==> src/design/ftc_pkg.sv <==
// Shared types, codes and helpers of the five-tuple ternary classifier.
// No dependencies.
package ftc_pkg;

  typedef enum logic [1:0] {
    CMD_LOOKUP  = 2'd0,
    CMD_WR_HDR  = 2'd1,
    CMD_WR_PORT = 2'd2,
    CMD_NONE    = 2'd3
  } cmd_e;

  typedef struct packed {
    logic load;
    logic scan;
  } ftc_ctl_t;

  typedef struct packed {
    logic done;
  } ftc_sts_t;

  localparam int unsigned HdrW = 100;
  localparam int unsigned PortW = 32;

  function automatic logic [31:0] prefix_mask(input logic [5:0] len);
    prefix_mask = ~(32'hffffffff >> len);
  endfunction

endpackage

==> src/design/ftc_ctrl.sv <==
// Controller of the classifier: accepts requests and sequences lookups.
// Depends on ftc_pkg.
module ftc_ctrl import ftc_pkg::*; (
  input  logic     clk_i,
  input  logic     rst_ni,
  input  logic     start_i,
  input  logic [1:0] command_i,
  input  ftc_sts_t sts_i,
  output ftc_ctl_t ctl_o,
  output logic     busy_o,
  output logic     result_valid_o
);
  typedef enum logic [1:0] {ST_IDLE, ST_SCAN, ST_RESULT} state_e;
  state_e state_q;

  always_ff @(posedge clk_i or negedge rst_ni) begin
    if (!rst_ni) begin
      state_q <= ST_IDLE;
    end else begin
      case (state_q)
        ST_IDLE: begin
          if (start_i && cmd_e'(command_i) == CMD_LOOKUP) state_q <= ST_SCAN;
        end
        ST_SCAN: begin
          if (sts_i.done) state_q <= ST_RESULT;
        end
        ST_RESULT: state_q <= ST_IDLE;
        default:   state_q <= ST_IDLE;
      endcase
    end
  end

  assign busy_o         = state_q != ST_IDLE;
  assign result_valid_o = state_q == ST_RESULT;
  assign ctl_o.load     = state_q == ST_IDLE && start_i;
  assign ctl_o.scan     = state_q == ST_SCAN;
endmodule

==> config.mk <==
export PLATFORM = sky130hd
export DESIGN_NAME = ftc_ctrl
export DESIGN_NICKNAME = d
export VERILOG_FILES = /design/src/design/ftc_pkg.sv /design/src/design/ftc_ctrl.sv
export SDC_FILE = /design/constraint.sdc
export NUM_CORES = 1
export LEC_CHECK = 0
export BUFFER_PORTS_ARGS = -buffer_cell sky130_fd_sc_hd__buf_4
export CAP_MARGIN = 0
export CORE_AREA = 2 2 39 41
export DETAILED_ROUTE_END_ITERATION = 16
export DIE_AREA = 0 0 41 43
export GPL_TIMING_DRIVEN = 0
export RECOVER_POWER = 50
export SLEW_MARGIN = 20
export SYNTH_ARGS = -nofsm -noshare
export SYNTH_HDL_FRONTEND = slang
export SYNTH_SLANG_ARGS = --single-unit
==> constraint.sdc <==
create_clock -name clk_i -period 1.3 [get_ports clk_i]
set_input_delay 0.065 -clock clk_i [delete_from_list [all_inputs] [get_ports clk_i]]
set_output_delay 0.065 -clock clk_i [all_outputs]
set_load 0.01 [all_outputs]
# [Word-level counts from Yosys, hierarchy flattened]
# Index checks and enable logic that the tools add are counted.
[totals] register_bits=2 elab_cells=14
[op_classes] eq_ne=4 muxes=3 reduce_logical=6
[ops] cell="$logic_not A2 Y1" count=2
[ops] cell="$mux W2" count=2
[ops] cell="$ne A2 B2 Y1 const B" count=2
[ops] cell="$pmux W2 S2" count=1
[ops] cell="$eq A2 B1 Y1 const B" count=1
[ops] cell="$eq A2 B2 Y1 const B" count=1
[ops] cell="$logic_and A1 B1 Y1" count=2
[ops] cell="$reduce_and A2 Y1" count=1
[ops] cell="$reduce_bool A2 Y1" count=1

# [Depth between registers and ports, before layout]
# Gate-level depths: netlist (run 1).
[depth] word_depth=4 mapped_depth=2

# [Least setup slack after synthesis (run 1)]
# No wires, ideal clock.
[synth_path] kind="register to register" startpoint="reg state_q[0]" endpoint="reg state_q[0]" arrival_time_ns=0.988 required_ns=1.223 path_slack_ns=0.234 stages_incl_launch_ff=3 path_buffers=0 period_less_slack_ns=1.066 path_cell_list="dfrtp_1 -> or4b_1 -> a21oi_1"
[synth_via] elab_chain_cells=3 word_cells_on_any_way=6
[synth_lines] element="from (decl)" line="ftc_ctrl.sv:14" rtl="state_e state_q;"
[synth_lines] element="from (signal assigned)" line="ftc_ctrl.sv:18" rtl="state_q <= ST_IDLE;"
[synth_lines] element="from (signal assigned)" line="ftc_ctrl.sv:22" rtl="if (start_i && cmd_e'(command_i) == CMD_LOOKUP) state_q <= ST_SCAN;"
[synth_lines] element="from (signal assigned)" line="ftc_ctrl.sv:25" rtl="if (sts_i.done) state_q <= ST_RESULT;"
[synth_lines] element="$eq A2 B1 Y1 / $logic_not A2 Y1 (equally long branches)" line="ftc_ctrl.sv:20" rtl="case (state_q)"
[synth_lines] element="$ne A2 B2 Y1 (no line)"
[synth_lines] element="$reduce_and A2 Y1 (no line)"
# Several ways; a longest one is shown, not always the timed one.
# A chain may end at the register's enable or synchronous reset.

==> impl_metrics.env, run 1 <==
export IMPL_ys_ff_latch=2
export IMPL_drv_cap=0
export IMPL_yosysUniqueCellTypes=10
export IMPL_worstHoldEndpoint="state_q[1]"
export IMPL_drt_wirelength_per_cell_um=6.88
export IMPL_tightest_slew_ps=135
export IMPL_multiInputGateArea_um2=53.8
export IMPL_timing_setup_tns_ps=0
export IMPL_firstDrtPassIters=1
export IMPL_ios=10
export IMPL_top_register="state_q"
export IMPL_relSlewSlack=0.910
export IMPL_cts_setup_buffers=0
export IMPL_clkTransAtPathRegs_ps=30
export IMPL_leakagePower_nw=0.112
export IMPL_fillers=165
export IMPL_min_path_cells=2
export IMPL_synth_area_leaders="dfrtp_1, or4b_1, and2b_2, or2b_1, and2_1"
export IMPL_cts_sinks=2
export IMPL_vias=120
export IMPL_instances_no_fill=40
export IMPL_synth_area_um2=108
export IMPL_largest_register_ffs=2
export IMPL_rsz0062_at_grt="false"
export IMPL_viasPerCell=3.00
export IMPL_worst_setup_path_end_kind="output port"
export IMPL_use_met1=0.0160
export IMPL_hold_path_startpoint="sts_i"
export IMPL_synth_fp_nets=17
export IMPL_ctsHtreeMaxLevel=1
export IMPL_worst_ir_drop_vdd_mv=0.165
export IMPL_cts_resized=0
export IMPL_start_util=0.0778
export IMPL_hold_path_class="primary input to register"
export IMPL_reg2reg_from="state_q[0]"
export IMPL_fin_hold_ws_ps=76.0
export IMPL_crit_start="state_q[0]"
export IMPL_setup_violations_final=0
export IMPL_grt_pass1_vias=139
export IMPL_syn_inst=11
export IMPL_reg2reg_to="state_q[0]"
export IMPL_yosysTopAreaCell="dfrtp_1"
export IMPL_grt_usage=0.0421
export IMPL_critPathLaunchType="register"
export IMPL_ff2ff_path_depth=2
export IMPL_worstPathRequired_ps=1240
export IMPL_cts_buffer_depth=2
export IMPL_fp_dieArea_um2=1760
export IMPL_met3_usage=0
export IMPL_syn_mean_instance_area_um2=9.78
export IMPL_dp_cells=36
export IMPL_top_regs="state_q x2"
export IMPL_worst_skew_pair_late_latency_ps=220
export IMPL_port_buffers=9
export IMPL_die_h_um=43
export IMPL_cp_slowest_cell="dfrtp_1"
export IMPL_row_count=14
export IMPL_gp_congestion=0.466
export IMPL_clock_skew_ps=0.291
export IMPL_grt_overflow=0
export IMPL_drtIter0Drc=0
export IMPL_cts_root_buf="clkbuf_4"
export IMPL_max_stage_delay_ps=380
export IMPL_numCtsBuffers=3
export IMPL_core_area_um2=1380
export IMPL_path_cells="or2_2 -> nor2_1 -> buf_4"
export IMPL_slew_viol_final=0
export IMPL_routed_wl_um=275
export IMPL_max_freq_mhz=829
export IMPL_grt_pass1_wl_um=386
export IMPL_yosys_area_top_type_share=0.465
export IMPL_ant_nets=0
export IMPL_grt_busiest_layer="met4"
export IMPL_yosysSeqAreaShare=0.465
export IMPL_r2r_slack_ps=170
export IMPL_final_layout_size_suffix_gt1_frac=0.500
export IMPL_grt_antenna_before_repair=0
export IMPL_tritoncts="built"
export IMPL_finalCritPeriodShare=0.928
export IMPL_yosysWarningCount=0
export IMPL_die_w_um=41
export IMPL_hold_viol=0
export IMPL_grtUsageMet2=0.0594
export IMPL_critPathKind="register to output port"
export IMPL_cp_top_family="simple AND/OR/NAND/NOR gates"
export IMPL_drc=0
export IMPL_area_growth_pct=105
export IMPL_grt_max_degree=6
export IMPL_n_antenna_cell=0
export IMPL_finalCriticalPeriod_ps=1210
export IMPL_nNetsFinal=32
export IMPL_outcome="completed"
export IMPL_worstPathMaxFanout=5
export IMPL_power_density_nw_per_um2=1170
export IMPL_cp_buffers_inverters=1
export IMPL_cp_arrival_ps=1140
export IMPL_regArea_um2=50.0
[synth_stat cells]
cell type and instances:
dfrtp_1 2, a21oi_1 1, and2_1 1, and2b_2 1, inv_1 1, nor2_1 1
nor2b_1 1, or2_2 1, or2b_1 1, or4b_1 1
[cells in the final DEF, fill, tap and decap left out, drive strengths merged]
master and n:
clkbuf 5, or2 1, or4b 1, and2b 1
buf 7, dfrtp 2, and2 1, inv 1
nor2 1, or2b 1, a21oi 1, dlygate4sd3 1
nor2b 1
[area by class of cell]
| class | instances | area share |
|---|---|---|
| tap | 16 | 0.0909 |
| sequential | 2 | 0.227 |
| clock buffer | 3 | 0.102 |
| inverter | 1 | 0.0170 |
| timing repair buffer | 10 | 0.318 |
| multi-input combinational | 8 | 0.244 |
[worst register-to-register path: cells and delay by family, from the launching register on]
kind,cells,cell delay (ps)
simple gates,1,530
compound gates,1,140
flops,1,380
[kinds of logic (layout without fill, tap and decap cells)]
kind of cell,after synthesis,count (layout),share of synthesized area
AND/OR/NAND/NOR,7,7,0.454
flip-flops,2,2,0.465
AO/OA/AOI/OAI,1,1,0.0465
buffers and inverters,1,14,0.0349
[per-stage QoR]
| stage | area [µm²] | total power [mW] | utilization | setup slack (ps) |
|---|---|---|---|---|
| finish | 220 | 0.257 | 0.159 | 93.4 |
| global route | 220 | 0.276 | 0.159 | 57.3 |
| CTS | 228 | 0.273 | 0.165 | 75.1 |
| detailed placement | 195 | 0.124 | 0.141 | 161 |
| global placement | 195 | 0.124 | 0.141 | 163 |
| floorplan | 108 | 0.0925 | - | 234 |
[power breakdown]
part           total [mW]  internal, mW  switching (mW)
clock network       0.136         0.102          0.0340
logic              0.0509        0.0313          0.0196
registers          0.0707        0.0672         0.00356
total               0.257         0.200          0.0571
[worst max-delay path by stage]
stage | end | slack [ps] | cells past startpoint
after floorplan | state_q[0] | 230 | 2
after global placement | state_q[0] | 160 | 2
after detailed placement | state_q[0] | 160 | 2
after CTS | ctl_o[1] | 80 | 3
after global routing | ctl_o[1] | 60 | 3
final | ctl_o[1] | 90 | 3
[metal layers]
metal,part of all wire,vias up
met5,0,-
met4,0,0
met3,0.098,0
met2,0.60,5
met1,0.30,53
li1,-,62
[repair_timing]
action                                 in CTS  in global routing
setup endpoints to repair                   0                  0
hold buffers                                1                  0
endpoints found under the hold margin       2                  0
(Power assumes the default switching activity.)
==> inputs of run 2 (changes only) <==
Settings changed: RECOVER_POWER 50 to unset.
==> run 2 against run 1 <==
Effect of this change: die area unchanged; sequential share of layout area fell by 0.75 points; first-iteration DRC count did not move; wire length is the same; worst setup slack worse by 2.6 ps; critical path depth stayed put; hold slack worse by 7.4 ps; maximum frequency decreased by 0.22%; register-to-register slack barely moved; clock power barely moved; core utilization grew 0.54 points; count of clock-buffer cells in the layout unchanged; critical path type unchanged.
==> impl_metrics.env, run 2 (synthesis results as in run 1) <==
export IMPL_outcome="completed"
export IMPL_top_regs="state_q x2"
export IMPL_placed_cell_area_um2=195
export IMPL_worst_ir_drop_vdd_mv=0.167
export IMPL_met3_usage=0
export IMPL_numCtsBuffers=3
export IMPL_area_growth_pct=112
export IMPL_worstPathMaxFanout=5
export IMPL_viasPerCell=3.00
export IMPL_utilization=0.165
export IMPL_die_h_um=43
export IMPL_grt_max_degree=6
export IMPL_drv_cap=0
export IMPL_cts_setup_buffers=0
export IMPL_worstPathRequired_ps=1240
export IMPL_relSlewSlack=0.925
export IMPL_postLayoutCellArea_um2=228
export IMPL_ios=10
export IMPL_hold_path_class="primary input to register"
export IMPL_grt_busiest_layer="met4"
export IMPL_leakagePower_nw=0.121
export IMPL_cts_resized=0
export IMPL_drtIter0Drc=0
export IMPL_drc=0
export IMPL_fp_dieArea_um2=1760
export IMPL_seq_power_share=0.271
export IMPL_path_cells="or2_2 -> nor2_1 -> buf_4"
export IMPL_worst_skew_pair_late_latency_ps=220
export IMPL_tightest_slew_ps=112
export IMPL_critPathKind="register to output port"
export IMPL_postCtsHoldBufs=1
export IMPL_hold_viol=0
export IMPL_gp_congestion=0.466
export IMPL_cp_top_family="simple AND/OR/NAND/NOR gates"
export IMPL_rsz0062_at_grt="false"
export IMPL_grt_pass1_wl_um=386
export IMPL_timing_setup_tns_ps=0
export IMPL_grt_overflow=0
export IMPL_clkTransAtPathRegs_ps=30
export IMPL_cts_buffer_depth=2
export IMPL_largest_register_ffs=2
export IMPL_critPathLaunchType="register"
export IMPL_cp_arrival_ps=1140
export IMPL_grt_antenna_before_repair=0
export IMPL_top_register="state_q"
export IMPL_nNetsFinal=32
export IMPL_use_met1=0.0160
export IMPL_ant_nets=0
export IMPL_grtUsageMet2=0.0594
export IMPL_slew_viol_final=0
export IMPL_grt_usage=0.0421
export IMPL_tritoncts="built"
export IMPL_p_comb_frac=0.209
export IMPL_max_freq_mhz=827
export IMPL_start_util=0.0778
export IMPL_row_count=14
export IMPL_ctsHtreeMaxLevel=1
export IMPL_routed_wl_um=275
export IMPL_max_stage_delay_ps=390
export IMPL_core_area_um2=1380
export IMPL_vias=120
export IMPL_clock_skew_ps=0.291
export IMPL_grt_pass1_vias=139
export IMPL_p_clk_frac=0.520
export IMPL_final_cell_mix="buf_4, clkbuf_4, dfrtp_1"
export IMPL_switching_share=0.219
export IMPL_final_common_cell="buf_4"
export IMPL_cts_root_buf="clkbuf_4"
export IMPL_power_switching_mw=0.0572
export IMPL_power_internal_mw=0.204
export IMPL_die_w_um=41
export IMPL_n_antenna_cell=0
export IMPL_drt_wirelength_per_cell_um=6.88
export IMPL_cp_buffers_inverters=1
export IMPL_finalCritPeriodShare=0.930
export IMPL_worst_setup_path_end_kind="output port"
export IMPL_final_layout_size_suffix_gt1_frac=0.583
export IMPL_finalCriticalPeriod_ps=1210
export IMPL_firstDrtPassIters=1
export IMPL_fin_hold_ws_ps=68.6
export IMPL_setup_violations_final=0
export IMPL_cts_sinks=2
export IMPL_power_density_nw_per_um2=1150
export IMPL_port_buffers=9
export IMPL_cp_slowest_cell="dfrtp_1"
[run 2: changes by cell type in the layout (fill, tap and decap cells not counted), sizes merged]
| cell | previous run | this run |
|---|---|---|
| buf | 7 | 9 |
| clkbuf | 5 | 3 |
[run 2: worst paths after layout]
kind | depth (start not counted) | slack (ps) | endpoint | startpoint
worst max register to register | 2 | 170 | state_q[0] | state_q[0]
min in group asynchronous | 2 | 170 | state_q[1] | rst_ni
worst min register to register | 1 | 460 | state_q[0] | state_q[1]
worst min-delay path | 2 | 70 | state_q[1] | sts_i
worst max-delay path | 3 | 90 | ctl_o[1] | state_q[0]
max in group asynchronous | 2 | 1050 | state_q[0] | rst_ni
[run 2: metal layers]
| layer | routed length (µm) | vias up | share of wire |
|---|---|---|---|
| met1 | 83 | 54 | 0.30 |
| met4 | 0 | 0 | 0 |
| met2 | 166 | 5 | 0.60 |
| met3 | 25 | 0 | 0.091 |
| met5 | 0 | - | 0 |
| li1 | - | 61 | - |
[run 2: per-stage QoR]
step / total power, mW / instances / setup slack [ps]
finish: 0.261 / 40 / 90.8
floorplan: 0.0925 / 11 / 234
global placement: 0.124 / 36 / 163
detailed placement: 0.124 / 36 / 161
CTS: 0.273 / 40 / 75.1
global route: 0.280 / 40 / 57.3
[run 2: layout make-up]
cell class	count	area, µm²
fill	161	1160
timing repair buffer	10	77.6
clock buffer	3	22.5
tap	16	20.0
sequential	2	50.0
inverter	1	3.75
multi-input combinational	8	53.8
[run 2: power by group through the flow]
stage          registers [mW]  clock network (mW)  logic, mW
2_1_floorplan          0.0705                   0     0.0220
3_3_place_gp           0.0714                   0     0.0525
3_5_place_dp           0.0716                   0     0.0527
4_1_cts                0.0708               0.147     0.0556
5_1_grt                0.0711               0.149     0.0591
6_report               0.0708               0.136     0.0545
